$ cat src/design/dsjc_pkg.sv
// Package for the dual servo jog controller: types, codes, constants and the pulse function.
`default_nettype none
package dsjc_pkg;

  // Field widths
  localparam int unsigned FuncW   = 2;
  localparam int unsigned KeyW    = 8;
  localparam int unsigned AngleW  = 8;
  localparam int unsigned StepW   = 6;
  localparam int unsigned GuardW  = 10;
  localparam int unsigned PulseW  = 11;
  localparam int unsigned CfgIdxW = 3;
  localparam int unsigned CfgDataW = 10;
  localparam int unsigned InDataW  = 8;
  localparam int unsigned OutDataW = 48;

  // Reset values of the configuration registers
  localparam logic [GuardW-1:0] GuardMsRst   = 10'd300;
  localparam logic [AngleW-1:0] LimitOneRst  = 8'd180;
  localparam logic [AngleW-1:0] LimitTwoRst  = 8'd110;
  localparam logic [StepW-1:0]  StepUnitRst  = 6'd5;
  localparam logic [StepW-1:0]  StepLimitRst = 6'd40;

  // Angle constants
  localparam logic [AngleW-1:0] AngleMax    = 8'd180;
  localparam logic [AngleW-1:0] AngleCenter = 8'd90;
  localparam logic [StepW-1:0]  StepRst     = 6'd5;

  // Pulse: 250 + angle*50/9, the divide by 9 done as *7282 >> 16 (exact for angle <= 255)
  localparam int unsigned PulseBase  = 250;
  localparam int unsigned PulseRecip = 50 * 7282;
  localparam int unsigned ProdW      = 27;

  // Register indexes
  typedef enum logic [CfgIdxW-1:0] {
    CFG_GUARD_MS   = 3'd0,
    CFG_LIMIT_ONE  = 3'd1,
    CFG_LIMIT_TWO  = 3'd2,
    CFG_STEP_UNIT  = 3'd3,
    CFG_STEP_LIMIT = 3'd4
  } cfg_idx_e;

  // Function codes of an input item
  typedef enum logic [FuncW-1:0] {
    FUNC_KEY   = 2'd0,
    FUNC_ENTER = 2'd1,
    FUNC_TICK  = 2'd2
  } func_e;

  // Key codes
  localparam logic [KeyW-1:0] KeyOneDown = 8'h34; // '4'
  localparam logic [KeyW-1:0] KeyOneUp   = 8'h36; // '6'
  localparam logic [KeyW-1:0] KeyTwoDown = 8'h32; // '2'
  localparam logic [KeyW-1:0] KeyTwoUp   = 8'h38; // '8'
  localparam logic [KeyW-1:0] KeyStepUp  = 8'h2B; // '+'
  localparam logic [KeyW-1:0] KeyStepDn  = 8'h2D; // '-'
  localparam logic [KeyW-1:0] KeyExit    = 8'h6E; // 'n'

  typedef struct packed {
    logic [GuardW-1:0] guard_ms;
    logic [AngleW-1:0] limit_one;
    logic [AngleW-1:0] limit_two;
    logic [StepW-1:0]  step_unit;
    logic [StepW-1:0]  step_limit;
  } cfg_t;

  typedef struct packed {
    logic [FuncW-1:0] func;
    logic [KeyW-1:0]  key_code;
  } item_t;

  typedef struct packed {
    logic              exit_request;
    logic [StepW-1:0]  step_size;
    logic [AngleW-1:0] angle_two;
    logic [AngleW-1:0] angle_one;
    logic [PulseW-1:0] pulse_two;
    logic [PulseW-1:0] pulse_one;
  } result_t;

  // Timer compare value for an angle
  function automatic logic [PulseW-1:0] pulse_of(input logic [AngleW-1:0] angle);
    logic [ProdW-1:0] prod;
    prod = ProdW'(angle) * ProdW'(PulseRecip);
    return PulseW'(PulseBase) + prod[ProdW-1:16];
  endfunction

endpackage
`default_nettype wire

$ cat src/design/dual_servo_jog_controller.sv
// A request accepted into the input register moves on into the result register, offered on the
// master side, once that register is empty or being read by the master side.
// Throughput: one request per cycle without master stalls; the single-pass jog update sets that figure.
// Stalls on the master side back up through the two registers; no request is dropped.
// Reset (rst_ni low, asynchronous): both angles 90, step 5, guard count 0, inactive,
// configuration registers at their defaults, both stages empty.
`default_nettype none
module dual_servo_jog_controller (
  input  wire logic                              clk_i,
  input  wire logic                              rst_ni,
  input  wire logic                              s_axis_tvalid_i,
  output      logic                              s_axis_tready_o,
  input  wire logic [dsjc_pkg::InDataW-1:0]      s_axis_tdata_i,  // key_code[7:0]
  input  wire logic [dsjc_pkg::FuncW-1:0]        s_axis_tuser_i,  // func[1:0]
  output      logic                              m_axis_tvalid_o,
  input  wire logic                              m_axis_tready_i,
  // pulse_one[10:0], pulse_two[21:11], angle_one[29:22], angle_two[37:30],
  // step_size[43:38], exit_request[44], zero fill[47:45]
  output      logic [dsjc_pkg::OutDataW-1:0]     m_axis_tdata_o,
  input  wire logic                              cfg_we_i,
  input  wire logic [dsjc_pkg::CfgIdxW-1:0]      cfg_idx_i,
  input  wire logic [dsjc_pkg::CfgDataW-1:0]     cfg_wdata_i
);

  dsjc_pkg::cfg_t    cfg;
  dsjc_pkg::item_t   item_q;
  dsjc_pkg::result_t result, result_q;
  logic              in_valid_q, out_valid_q;
  logic              advance;

  dsjc_cfg_regs u_cfg (
    .clk_i       (clk_i),
    .rst_ni      (rst_ni),
    .cfg_we_i    (cfg_we_i),
    .cfg_idx_i   (cfg_idx_i),
    .cfg_wdata_i (cfg_wdata_i),
    .cfg_o       (cfg)
  );

  // Handshake between the two stages
  assign advance         = in_valid_q && (!out_valid_q || m_axis_tready_i);
  assign s_axis_tready_o = !in_valid_q || advance;

  // Input register
  always_ff @(posedge clk_i or negedge rst_ni) begin
    if (!rst_ni) begin
      in_valid_q <= 1'b0;
    end else if (s_axis_tready_o) begin
      in_valid_q <= s_axis_tvalid_i;
    end
  end

  always_ff @(posedge clk_i) begin
    if (s_axis_tvalid_i && s_axis_tready_o) begin
      item_q.func     <= s_axis_tuser_i;
      item_q.key_code <= s_axis_tdata_i;
    end
  end

  dsjc_core u_core (
    .clk_i    (clk_i),
    .rst_ni   (rst_ni),
    .cfg_i    (cfg),
    .item_i   (item_q),
    .fire_i   (advance),
    .result_o (result)
  );

  // Result register
  always_ff @(posedge clk_i or negedge rst_ni) begin
    if (!rst_ni) begin
      out_valid_q <= 1'b0;
    end else if (advance) begin
      out_valid_q <= 1'b1;
    end else if (m_axis_tready_i) begin
      out_valid_q <= 1'b0;
    end
  end

  always_ff @(posedge clk_i) begin
    if (advance) result_q <= result;
  end

  assign m_axis_tvalid_o = out_valid_q;
  assign m_axis_tdata_o  = {3'b000, result_q};

  // Checks
  a_full_stall_blocks: assert property (@(posedge clk_i) disable iff (!rst_ni)
    (in_valid_q && out_valid_q && !m_axis_tready_i) |-> !s_axis_tready_o)
    else $error("request taken while both stages are stalled");

  a_angles_in_range: assert property (@(posedge clk_i) disable iff (!rst_ni)
    m_axis_tvalid_o |-> (result_q.angle_one <= dsjc_pkg::AngleMax &&
                         result_q.angle_two <= dsjc_pkg::AngleMax))
    else $error("servo angle above 180");

  a_pulse_in_range: assert property (@(posedge clk_i) disable iff (!rst_ni)
    m_axis_tvalid_o |-> (result_q.pulse_one >= 11'd250 && result_q.pulse_one <= 11'd1250 &&
                         result_q.pulse_two >= 11'd250 && result_q.pulse_two <= 11'd1250))
    else $error("pulse compare value out of range");

  a_step_nonzero: assert property (@(posedge clk_i) disable iff (!rst_ni)
    m_axis_tvalid_o |-> (result_q.step_size != '0))
    else $error("jog step is zero");

endmodule
`default_nettype wire

$ cat src/design/dsjc_cfg_regs.sv
// Configuration register file of the dual servo jog controller.
`default_nettype none
module dsjc_cfg_regs (
  input  wire logic                             clk_i,
  input  wire logic                             rst_ni,
  input  wire logic                             cfg_we_i,
  input  wire logic [dsjc_pkg::CfgIdxW-1:0]     cfg_idx_i,
  input  wire logic [dsjc_pkg::CfgDataW-1:0]    cfg_wdata_i,
  output dsjc_pkg::cfg_t                        cfg_o
);

  dsjc_pkg::cfg_t cfg_q, cfg_d;

  // Decode writes
  always_comb begin
    cfg_d = cfg_q;
    if (cfg_we_i) begin
      case (cfg_idx_i)
        dsjc_pkg::CFG_GUARD_MS:   cfg_d.guard_ms   = cfg_wdata_i[dsjc_pkg::GuardW-1:0];
        dsjc_pkg::CFG_LIMIT_ONE:  cfg_d.limit_one  = cfg_wdata_i[dsjc_pkg::AngleW-1:0];
        dsjc_pkg::CFG_LIMIT_TWO:  cfg_d.limit_two  = cfg_wdata_i[dsjc_pkg::AngleW-1:0];
        dsjc_pkg::CFG_STEP_UNIT:  cfg_d.step_unit  = cfg_wdata_i[dsjc_pkg::StepW-1:0];
        dsjc_pkg::CFG_STEP_LIMIT: cfg_d.step_limit = cfg_wdata_i[dsjc_pkg::StepW-1:0];
        default: ;
      endcase
    end
  end

  always_ff @(posedge clk_i or negedge rst_ni) begin
    if (!rst_ni) begin
      cfg_q.guard_ms   <= dsjc_pkg::GuardMsRst;
      cfg_q.limit_one  <= dsjc_pkg::LimitOneRst;
      cfg_q.limit_two  <= dsjc_pkg::LimitTwoRst;
      cfg_q.step_unit  <= dsjc_pkg::StepUnitRst;
      cfg_q.step_limit <= dsjc_pkg::StepLimitRst;
    end else begin
      cfg_q <= cfg_d;
    end
  end

  assign cfg_o = cfg_q;

endmodule
`default_nettype wire

$ cat src/design/dsjc_core.sv
// Jog state and single-pass update logic of the dual servo jog controller.
`default_nettype none
module dsjc_core (
  input  wire logic              clk_i,
  input  wire logic              rst_ni,
  input  wire dsjc_pkg::cfg_t    cfg_i,
  input  wire dsjc_pkg::item_t   item_i,
  input  wire logic              fire_i,
  output dsjc_pkg::result_t      result_o
);

  logic [dsjc_pkg::AngleW-1:0] one_q, one_d, two_q, two_d;
  logic [dsjc_pkg::StepW-1:0]  step_q, step_d;
  logic [dsjc_pkg::GuardW-1:0] guard_q, guard_d;
  logic                        active_q, active_d;
  logic                        exit_req;

  logic [dsjc_pkg::StepW-1:0]  unit_eff, step_ceil, step_dn;
  logic [dsjc_pkg::AngleW-1:0] ceil_one, ceil_two;
  logic [dsjc_pkg::AngleW:0]   one_up, two_up;
  logic [dsjc_pkg::StepW:0]    step_up, two_unit;
  logic                        keys_on;

  // Effective limits
  assign unit_eff  = (cfg_i.step_unit == '0) ? dsjc_pkg::StepW'(1) : cfg_i.step_unit;
  assign step_ceil = (cfg_i.step_limit < unit_eff) ? unit_eff : cfg_i.step_limit;
  assign ceil_one  = (cfg_i.limit_one > dsjc_pkg::AngleMax) ? dsjc_pkg::AngleMax
                                                             : cfg_i.limit_one;
  assign ceil_two  = (cfg_i.limit_two > dsjc_pkg::AngleMax) ? dsjc_pkg::AngleMax
                                                             : cfg_i.limit_two;

  // Candidate sums
  assign one_up   = {1'b0, one_q} + {3'b000, step_q};
  assign two_up   = {1'b0, two_q} + {3'b000, step_q};
  assign step_up  = {1'b0, step_q} + {1'b0, unit_eff};
  assign two_unit = {unit_eff, 1'b0};
  assign step_dn  = ({1'b0, step_q} >= two_unit) ? (step_q - unit_eff) : unit_eff;

  assign keys_on = active_q && (guard_q >= cfg_i.guard_ms);

  // Next state for the current item
  always_comb begin
    one_d    = one_q;
    two_d    = two_q;
    step_d   = step_q;
    guard_d  = guard_q;
    active_d = active_q;
    exit_req = 1'b0;
    case (item_i.func)
      dsjc_pkg::FUNC_ENTER: begin
        one_d    = dsjc_pkg::AngleCenter;
        two_d    = dsjc_pkg::AngleCenter;
        step_d   = unit_eff;
        guard_d  = '0;
        active_d = 1'b1;
      end
      dsjc_pkg::FUNC_TICK: begin
        if (guard_q < cfg_i.guard_ms) guard_d = guard_q + 1'b1;
      end
      dsjc_pkg::FUNC_KEY: begin
        if (keys_on) begin
          case (item_i.key_code)
            dsjc_pkg::KeyOneDown: one_d = (one_q >= {2'b00, step_q}) ? one_q - {2'b00, step_q}
                                                                    : '0;
            dsjc_pkg::KeyOneUp:   one_d = (one_up <= {1'b0, ceil_one}) ? one_up[7:0] : ceil_one;
            dsjc_pkg::KeyTwoDown: two_d = (two_q >= {2'b00, step_q}) ? two_q - {2'b00, step_q}
                                                                    : '0;
            dsjc_pkg::KeyTwoUp:   two_d = (two_up <= {1'b0, ceil_two}) ? two_up[7:0] : ceil_two;
            dsjc_pkg::KeyStepUp:  step_d = (step_up > {1'b0, step_ceil}) ? step_ceil
                                                                          : step_up[5:0];
            dsjc_pkg::KeyStepDn:  step_d = (step_dn > step_ceil) ? step_ceil : step_dn;
            dsjc_pkg::KeyExit: begin
              exit_req = 1'b1;
              active_d = 1'b0;
            end
            default: ;
          endcase
        end
      end
      default: ;
    endcase
  end

  // State registers, updated when the item moves to the result stage
  always_ff @(posedge clk_i or negedge rst_ni) begin
    if (!rst_ni) begin
      one_q    <= dsjc_pkg::AngleCenter;
      two_q    <= dsjc_pkg::AngleCenter;
      step_q   <= dsjc_pkg::StepRst;
      guard_q  <= '0;
      active_q <= 1'b0;
    end else if (fire_i) begin
      one_q    <= one_d;
      two_q    <= two_d;
      step_q   <= step_d;
      guard_q  <= guard_d;
      active_q <= active_d;
    end
  end

  // Result from the updated state
  assign result_o.pulse_one    = dsjc_pkg::pulse_of(one_d);
  assign result_o.pulse_two    = dsjc_pkg::pulse_of(two_d);
  assign result_o.angle_one    = one_d;
  assign result_o.angle_two    = two_d;
  assign result_o.step_size    = step_d;
  assign result_o.exit_request = exit_req;

endmodule
`default_nettype wire
$ cat config.mk
export PLATFORM = sky130hd
export DESIGN_NAME = dual_servo_jog_controller
export DESIGN_NICKNAME = d
export VERILOG_FILES = /design/src/design/dsjc_pkg.sv /design/src/design/dual_servo_jog_controller.sv /design/src/design/dsjc_cfg_regs.sv /design/src/design/dsjc_core.sv
export SDC_FILE = /design/constraint.sdc
export NUM_CORES = 1
export LEC_CHECK = 0
export BUFFER_PORTS_ARGS = -buffer_cell sky130_fd_sc_hd__buf_2
export CORE_MARGIN = 3
export CORE_UTILIZATION = 60
export CTS_CLUSTER_DIAMETER = 50
export DETAILED_ROUTE_END_ITERATION = 8
export GPL_TIMING_DRIVEN = 0
export PLACE_DENSITY = 0.79
export SLEW_MARGIN = 25
export SYNTH_ARGS = -nofsm -noshare
export SYNTH_HDL_FRONTEND = slang
export SYNTH_SLANG_ARGS = --single-unit
$ cat constraint.sdc
create_clock -name clk_i -period 9.6 [get_ports clk_i]
set_input_delay 1.44 -clock clk_i [delete_from_list [all_inputs] [get_ports clk_i]]
set_output_delay 1.44 -clock clk_i [all_outputs]
set_load 0.05 [all_outputs]
==> run metrics, run 1 <==
crit start category=flop; Final Worst Setup Slack=approximately 0.4 ns; largest net degree at the start of global routing=49; Sw Share=42.9%; # clock sinks=about 130; DP Wirelength=about 25,000 um; Routed WL=between 30,000 and 40,000 um; Slew @ Worst Pin=around 0.87 ns; outcome=finished, final reports clean; end of the critical path=m_axis_tdata_o[10]; CP max stage delay=0.65 ns; Reg2Reg Depth=34; Worst-path clk slew=approximately 0.060 ns; vias in the first global route=about 11,000; CP Capture Type=flop; flop2flop setup slack=a little under 0.4 ns; Nets=about 1,800; final period utilization=between 90% and 100%; WL/cell=18.7 um; initial cell density of the core=61.4%; first-pass GRT wire length=53,900 um; Top-Level Pins=78; antenna-violating nets left=0; clk buf depth=2; met1 GRT Util=between 30 and 40%; GPL Wtd Cong=roughly 0.96; Core Area=about 21,000 sq um; CTS tree=built; Worst Setup SP=u_core.step_q[0]; Slew Limit Headroom=41.9%; Gate Count Post-Synth=between 1,000 and 1,500; switching power=roughly 1.2 mW; Iteration-0 DRC Markers=around 740; ys async rst share=about 57%; Site Rows=53; Synth Warn #=0; Power Total=between 2 and 3 mW; Min Clock Period, post-route=between 9 and 10 ns; RSZ-0062 raised after global routing=true; Max H-tree Level=4; MaxCap Viol Count=0; most common cell in the netlist=ha_1; most instantiated cells after synthesis=198 x ha_1, 168 x inv_1, 90 x nor2_1, 87 x a21oi_1, 83 x nand2_1; fraction of power consumed by combinational cells=approximately 50%; GR peak layer=met2; skew final=roughly 0.011 ns; GR met2 Demand/Resource=between 40% and 50%; Die Area=23,500 sq um; Final Hold Fails=0; DRC=0; die height=around 150 um; worst reg2reg path startpoint=u_core.step_q[0]; routed via count=10,800; FF-to-FF End=m_axis_tdata_o[10]; clock share of power=roughly 23%; slowest cell on the critical path=dfstp_2; Top FF cell, synth=edfxtp_1; Pleak=between 6 and 7 nW; Via density=between 6 and 7; mean post-synth cell area=between 9 and 10 sq um; Pwr Density=around 190 nW/um^2; fmax=approximately 110 MHz; DIE WIDTH=~150 um; # setup viols final=0; Max Slew Vio Count=0; gr ovfl total=0; number of synthesized register bits=around 130; worst skew pair latency=0.44 ns; Unique masters post-synth=between 90 and 100; worst-path maximum fanout=8; Worst EP arrival=9.38 ns; DP Area=between 10,000 and 15,000 sq um; Int Power=1.59 mW; Seq pwr share=between 20% and 30%; first drt pass iteration count=5; grt met3 use=~6.5%; largest cells by area after synthesis=ha_1 19%, edfxtp_1 13%, dfrtp_1 8.9%; Area growth syn-to-layout=12.9%; top cell type's share of synthesized area=19.1%; initial antenna violation count=0; DP Worst Slack=-0.670 ns; Setup Crit Path Kind=reg -> reg; top cell type by total area after synthesis=ha_1; Final Instance Area=14,700 sq um; number of flops mapped to enable cells by yosys=55; GRT Util Overall=between 20% and 30%; Layout Utilization=69.4%; mapped cell area=roughly 13,000 sq um; CP required=~9.8 ns; maximum vdd drop=0.157 mV; Hold Crit Class=reg -> reg; PortBufs=74; layout cells sized above 1=about 18%; # diodes=0; CTS buffer count=17; root buffer cell=clkbuf_16; sequential area share after synthesis=approximately 27%
==> per-stage QoR <==
stage / hold slack [ns] / setup TNS (ns) / cells
after floorplan: 0.457 / 0 / 1381
after global placement: 0.476 / -1.16 / 1730
after detailed placement: 0.504 / -1.26 / 1732
after CTS: 0.514 / 0 / 1767
after global routing: 0.535 / -0.0466 / 1785
final: 0.510 / 0 / 1785
==> worst max-delay path: cells and delay by family, from the launching register on <==
family,cells,cell delay (ns)
flops,1,0.65
buf+inv,2,0.26
xor+xnor,1,0.22
simple gates,3,0.38
fa+ha+maj,8,3.14
compound gates,20,4.30
==> routing by layer <==
| metal | vias up | part of all wire, % |
|---|---|---|
| met2 | 399 | 45 |
| met5 | - | 0 |
| met4 | 0 | 2.6 |
| met1 | 5207 | 45 |
| met3 | 67 | 7.5 |
| li1 | 5161 | - |
==> layout by cell type, fill, tap and decap left out, types with 5 or more instances in the layout <==
| cell type | count |
|---|---|
| a211oi_1 | 5 |
| a21o_1 | 34 |
| a21oi_1 | 84 |
| a21oi_2 | 7 |
| a22o_1 | 5 |
| a22oi_1 | 22 |
| a31oi_1 | 8 |
| and2_1 | 14 |
| and3_1 | 10 |
| buf_2 | 80 |
| buf_4 | 26 |
| clkbuf_1 | 22 |
| clkbuf_16 | 18 |
| dfrtp_1 | 45 |
| dfstp_2 | 27 |
| edfxtp_1 | 55 |
| fa_1 | 48 |
| ha_1 | 197 |
| inv_1 | 167 |
| inv_6 | 5 |
| mux2_2 | 28 |
| mux2i_1 | 10 |
| nand2_1 | 82 |
| nand2b_1 | 20 |
| nand3_1 | 18 |
| nand4_1 | 17 |
| nor2_1 | 88 |
| nor2b_1 | 19 |
| nor3_1 | 18 |
| o2111ai_1 | 5 |
| o211ai_1 | 9 |
| o21a_1 | 19 |
| o21ai_0 | 62 |
| o21ai_1 | 5 |
| o21bai_1 | 17 |
| o22ai_1 | 10 |
| o31a_1 | 6 |
| or2_2 | 7 |
| xnor2_1 | 36 |
| xor2_1 | 24 |
==> power by group through the flow <==
stage	Combinational (mW)	Sequential (mW)	Clock, mW
2_1_floorplan	0.924	0.821	0
3_5_place_dp	1.31	0.758	0
5_1_grt	1.54	0.757	0.661
3_3_place_gp	1.27	0.755	0
4_1_cts	1.33	0.749	0.634
6_report	1.40	0.750	0.629
==> flip-flops by register name, summed over array words and instances (netlist names) <==
signal	count
m_axis_tdata_o	45
u_cfg.cfg_o	38
item_q	10
u_core.guard_q	10
u_core.one_q	8
u_core.two_q	8
u_core.step_q	6
in_valid_q	1
m_axis_tvalid_o	1
u_core.active_q	1
==> worst min path at each step <==
stage | depth (start not counted) | endpoint | slack, ns | from
3_5_place_dp | 2 | u_cfg.cfg_o[30] | 0.50 | u_cfg.cfg_o[30]
5_1_grt | 2 | u_cfg.cfg_o[30] | 0.54 | u_cfg.cfg_o[30]
6_report | 2 | u_cfg.cfg_o[30] | 0.51 | u_cfg.cfg_o[30]
2_1_floorplan | 1 | m_axis_tvalid_o | 0.46 | in_valid_q
4_1_cts | 2 | u_cfg.cfg_o[30] | 0.51 | u_cfg.cfg_o[30]
3_3_place_gp | 1 | m_axis_tvalid_o | 0.48 | in_valid_q
==> timing repair <==
item	CTS	global route
resized for setup	9	30
hold buffers	0	0
endpoints found under the setup margin	7	9
buffers inserted	3	18
pin swaps	0	8
==> area by class of cell <==
cell class                      instances  area (sq um)
Clock inverter                         13           100
Sequential cell                       128          3510
Clock buffer                           19           464
Fill cell                            1572          6480
Tap cell                              275           344
Multi-Input combinational cell       1045          8840
Timing Repair Buffer                   97           586
Inverter                              172           649
Buffer                                 36           178
==> logic make-up (layout without fill, tap and decap cells) <==
group | count (synthesis) | count (layout) | share of synthesized area [%]
AOI/OAI and AO/OA | 374 | 374 | 20.4
xor gates and xnor gates | 62 | 62 | 4.18
adders and majority gates | 247 | 247 | 26.6
buffers and inverters | 208 | 337 | 6.30
DFF | 128 | 128 | 27.0
muxes | 38 | 38 | 3.20
other | 1 | 3 | 0.0288
and+or+nand+nor | 321 | 321 | 12.3
(Power assumes the default switching activity.)
==> run 2: changes to the inputs <==
--- a/config.mk
+++ b/config.mk
@@ -5,6 +5,8 @@
 export SDC_FILE = /design/constraint.sdc
 export NUM_CORES = 1
 export LEC_CHECK = 0
+export ABC_AREA = 1
+export ABC_CLOCK_PERIOD_IN_PS = 9600
 export BUFFER_PORTS_ARGS = -buffer_cell sky130_fd_sc_hd__buf_2
 export CORE_MARGIN = 3
 export CORE_UTILIZATION = 60
==> run 2 against run 1 <==
  * Clock power grew 2%
  * Register-to-register slack gained 0.33 ns
  * Die area grew 1.1%
  * Final cell count grew 14%
  * Critical endpoint is now m_axis_tdata_o[9]
==> run metrics, run 2 <==
outcome=finished, final reports clean; CTS buffer count=17; Max Slew Vio Count=0; maximum vdd drop=between 0.2 and 0.25 mV; Hold Worst Slack=~0.5 ns; Multi-input gate area=approximately 8400 sq um; CP max stage delay=between 0.5 and 0.6 ns; Post-Synth XOR/XNOR Area=roughly 1.9%; CP Capture Type=flop; antenna-violating nets left=0; ys async rst share=57.0%; Final Worst Setup Slack=0.717 ns; Worst EP arrival=~9 ns; DP Area=roughly 14,000 sq um; post-synthesis mux area share=0%; Max H-tree Level=4; crit start category=flop; mapped cell area=13,200 sq um; layout cells sized above 1=~14%; Pleak=between 7 and 8 nW; DRC=0; initial antenna violation count=0; FILL cells=approximately 1,800; number of synthesized register bits=between 100 and 150; min-delay src=u_cfg.cfg_o[36]; DIE WIDTH=about 150 um; met1 GRT Util=between 30% and 40%; GPL Wtd Cong=0.956; Core Area=roughly 21,000 sq um; clk buf depth=2; grt met3 use=about 5.0%; Worst-path clk slew=roughly 0.070 ns; skew final=between 0.01 and 0.015 ns; Slew @ Worst Pin=about 1 ns; CTS tree=built; Top-Level Pins=78; # diodes=0; most common cell in the netlist=nand2_1; gr ovfl total=0; WL/cell=15.9 um; worst reg2reg path startpoint=u_core.step_q[1]; final period utilization=92.5%; most frequent cells in the layout=310 x nand2_1, 283 x inv_1, 198 x ha_1; GRT Util Overall=between 20% and 30%; sequential area share after synthesis=between 20% and 30%; Hold Crit Depth=2; slowest cell on the critical path=dfrtp_1; worst-path maximum fanout=10; Die Area=between 20,000 and 25,000 sq um; GR met2 Demand/Resource=between 40% and 50%; PortBufs=74; root buffer cell=clkbuf_16; Gate Count Post-Synth=1,652; flop2flop setup slack=0.72 ns; largest cells by area after synthesis=ha_1 19%, edfxtp_1 13%, nand2_1 8.8%; Pwr Density=~270 nW/um^2; Via density=between 5 and 6; first-pass GRT wire length=54,500 um; die height=~150 um; GR peak layer=met2; Final Instance Area=~15,000 sq um; Hold-fix buffers, CTS=0; Synth Warn #=0; CP required=roughly 10 ns; Top FF cell, synth=edfxtp_1; Site Rows=53; Nets=a little over 2,000; initial cell density of the core=between 60 and 70%; register area=between 3000 and 4000 sq um; Min Clock Period, post-route=around 8.9 ns; Synth Area in Compound Gates=roughly 15%; fmax=approximately 110 MHz; largest net degree at the start of global routing=44; Hold Crit Class=reg -> reg; vias in the first global route=~11,000; Iteration-0 DRC Markers=about 970; WHS Endpoint=u_cfg.cfg_o[36]; DP Wirelength=between 20,000 and 30,000 um; Reg2Reg Depth=42; # setup viols final=0; top cell type's share of synthesized area=between 10% and 20%; CP dominant cell by count=nand2_1; Final Hold Fails=0; Setup Crit Path Kind=reg -> reg; Unique masters post-synth=62; worst skew pair latency=0.44 ns; DP Worst Slack=approximately 0.76 ns; routed via count=~11,000; # clock sinks=around 130; first drt pass iteration count=6; setup_tns=0 ns; Routed WL=32,400 um; number of flops mapped to enable cells by yosys=55; commonest non-fill, non-tap cell in the layout=nand2_1; main combinational cell family by area after synthesis=adder cells; Area growth syn-to-layout=10.4%; Synth Area in Simple Gates=between 20% and 30%; mean post-synth cell area=between 7 and 8 sq um; FF-to-FF End=m_axis_tdata_o[9]; most instantiated cells after synthesis=310 x nand2_1, 285 x inv_1, 198 x ha_1, 138 x o21ai_0, 96 x a21oi_1; Slew Limit Headroom=~34%; Synth Area in Adders=a little over a quarter; Largest register FFs=45; top cell type by total area after synthesis=ha_1; MaxCap Viol Count=0; RSZ-0062 raised after global routing=false
## run 2: cell count changes after synthesis, moves of 15 or more
| cell | previous run | this run |
|---|---|---|
| nor2b_1 | 19 | 0 |
| a22oi_1 | 23 | 3 |
| xnor2_1 | 38 | 5 |
| inv_1 | 168 | 285 |
| a21o_1 | 39 | 2 |
| mux2_2 | 28 | 0 |
| o21a_1 | 19 | 4 |
| nand2_2 | 0 | 33 |
| nand2_1 | 83 | 310 |
| nand2b_1 | 20 | 0 |
| nand3_1 | 18 | 53 |
| o21ai_0 | 65 | 138 |
## run 2: final cells by class
| type | count | area share [%] |
|---|---|---|
| timing repair buffer | 78 | 2.95 |
| tap | 275 | 2.37 |
| inverter | 299 | 7.77 |
| multi-input combinational | 1198 | 57.8 |
| clock inverter | 14 | 0.922 |
| clock buffer | 18 | 3.03 |
| buffer | 29 | 0.948 |
| sequential | 128 | 24.2 |
## run 2: what timing repair did
item,in CTS,in global routing
gates resized for setup,0,4
endpoints found under the setup margin,0,5
setup buffers,0,2
## run 2: routing by layer
metal | routed length, um | vias up
met4 | 573 | 0
met3 | 2280 | 58
li1 | - | 5684
met1 | 14600 | 5346
met5 | 0 | -
met2 | 14900 | 358
## run 2: critical path, delay by kind of cell (launching register included)
kind,cells,cell delay (ns)
compound gates,9,1.80
simple gates,19,1.82
buf+inv,5,1.04
xor+xnor,1,0.23
flops,1,0.55
fa+ha+maj,8,3.19
## run 2: metrics by stage
step                cells  total power [mW]  utilization (%)
finish               2039              3.87             68.2
global route         2039              4.25             68.2
CTS                  2037              3.86             68.1
detailed placement   2005              3.19             65.4
global placement     2003              3.12             65.2
floorplan            1654              2.68                -
## run 2: worst max-delay path by stage
| stage | startpoint | endpoint | slack, ns |
|---|---|---|---|
| final | u_core.step_q[1] | m_axis_tdata_o[9] | 0.72 |
| after global routing | u_core.step_q[1] | m_axis_tdata_o[9] | 0.03 |
| after CTS | u_core.step_q[1] | m_axis_tdata_o[9] | 0.72 |
| after detailed placement | u_core.step_q[1] | m_axis_tdata_o[9] | 0.76 |
| after global placement | u_core.step_q[1] | m_axis_tdata_o[9] | 0.78 |
| after floorplan | u_core.step_q[1] | m_axis_tdata_o[9] | 1.96 |
## run 2: report_power, final
part           switching (mW)  internal, mW  leakage (nW)
Clock                   0.294         0.351         0.283
Combinational            1.58         0.811          5.50
Sequential             0.0855         0.753          1.38
Total                    1.96          1.92          7.15
## run 2: logic make-up (layout without fill, tap and decap cells)
| logic type | Yosys count | count (layout) |
|---|---|---|
| simple gates | 589 | 589 |
| compound gates | 331 | 331 |
| buf+inv | 328 | 438 |
| fa+ha+maj | 247 | 247 |
| flops | 128 | 128 |
| xor+xnor | 28 | 28 |
| other cells | 1 | 3 |
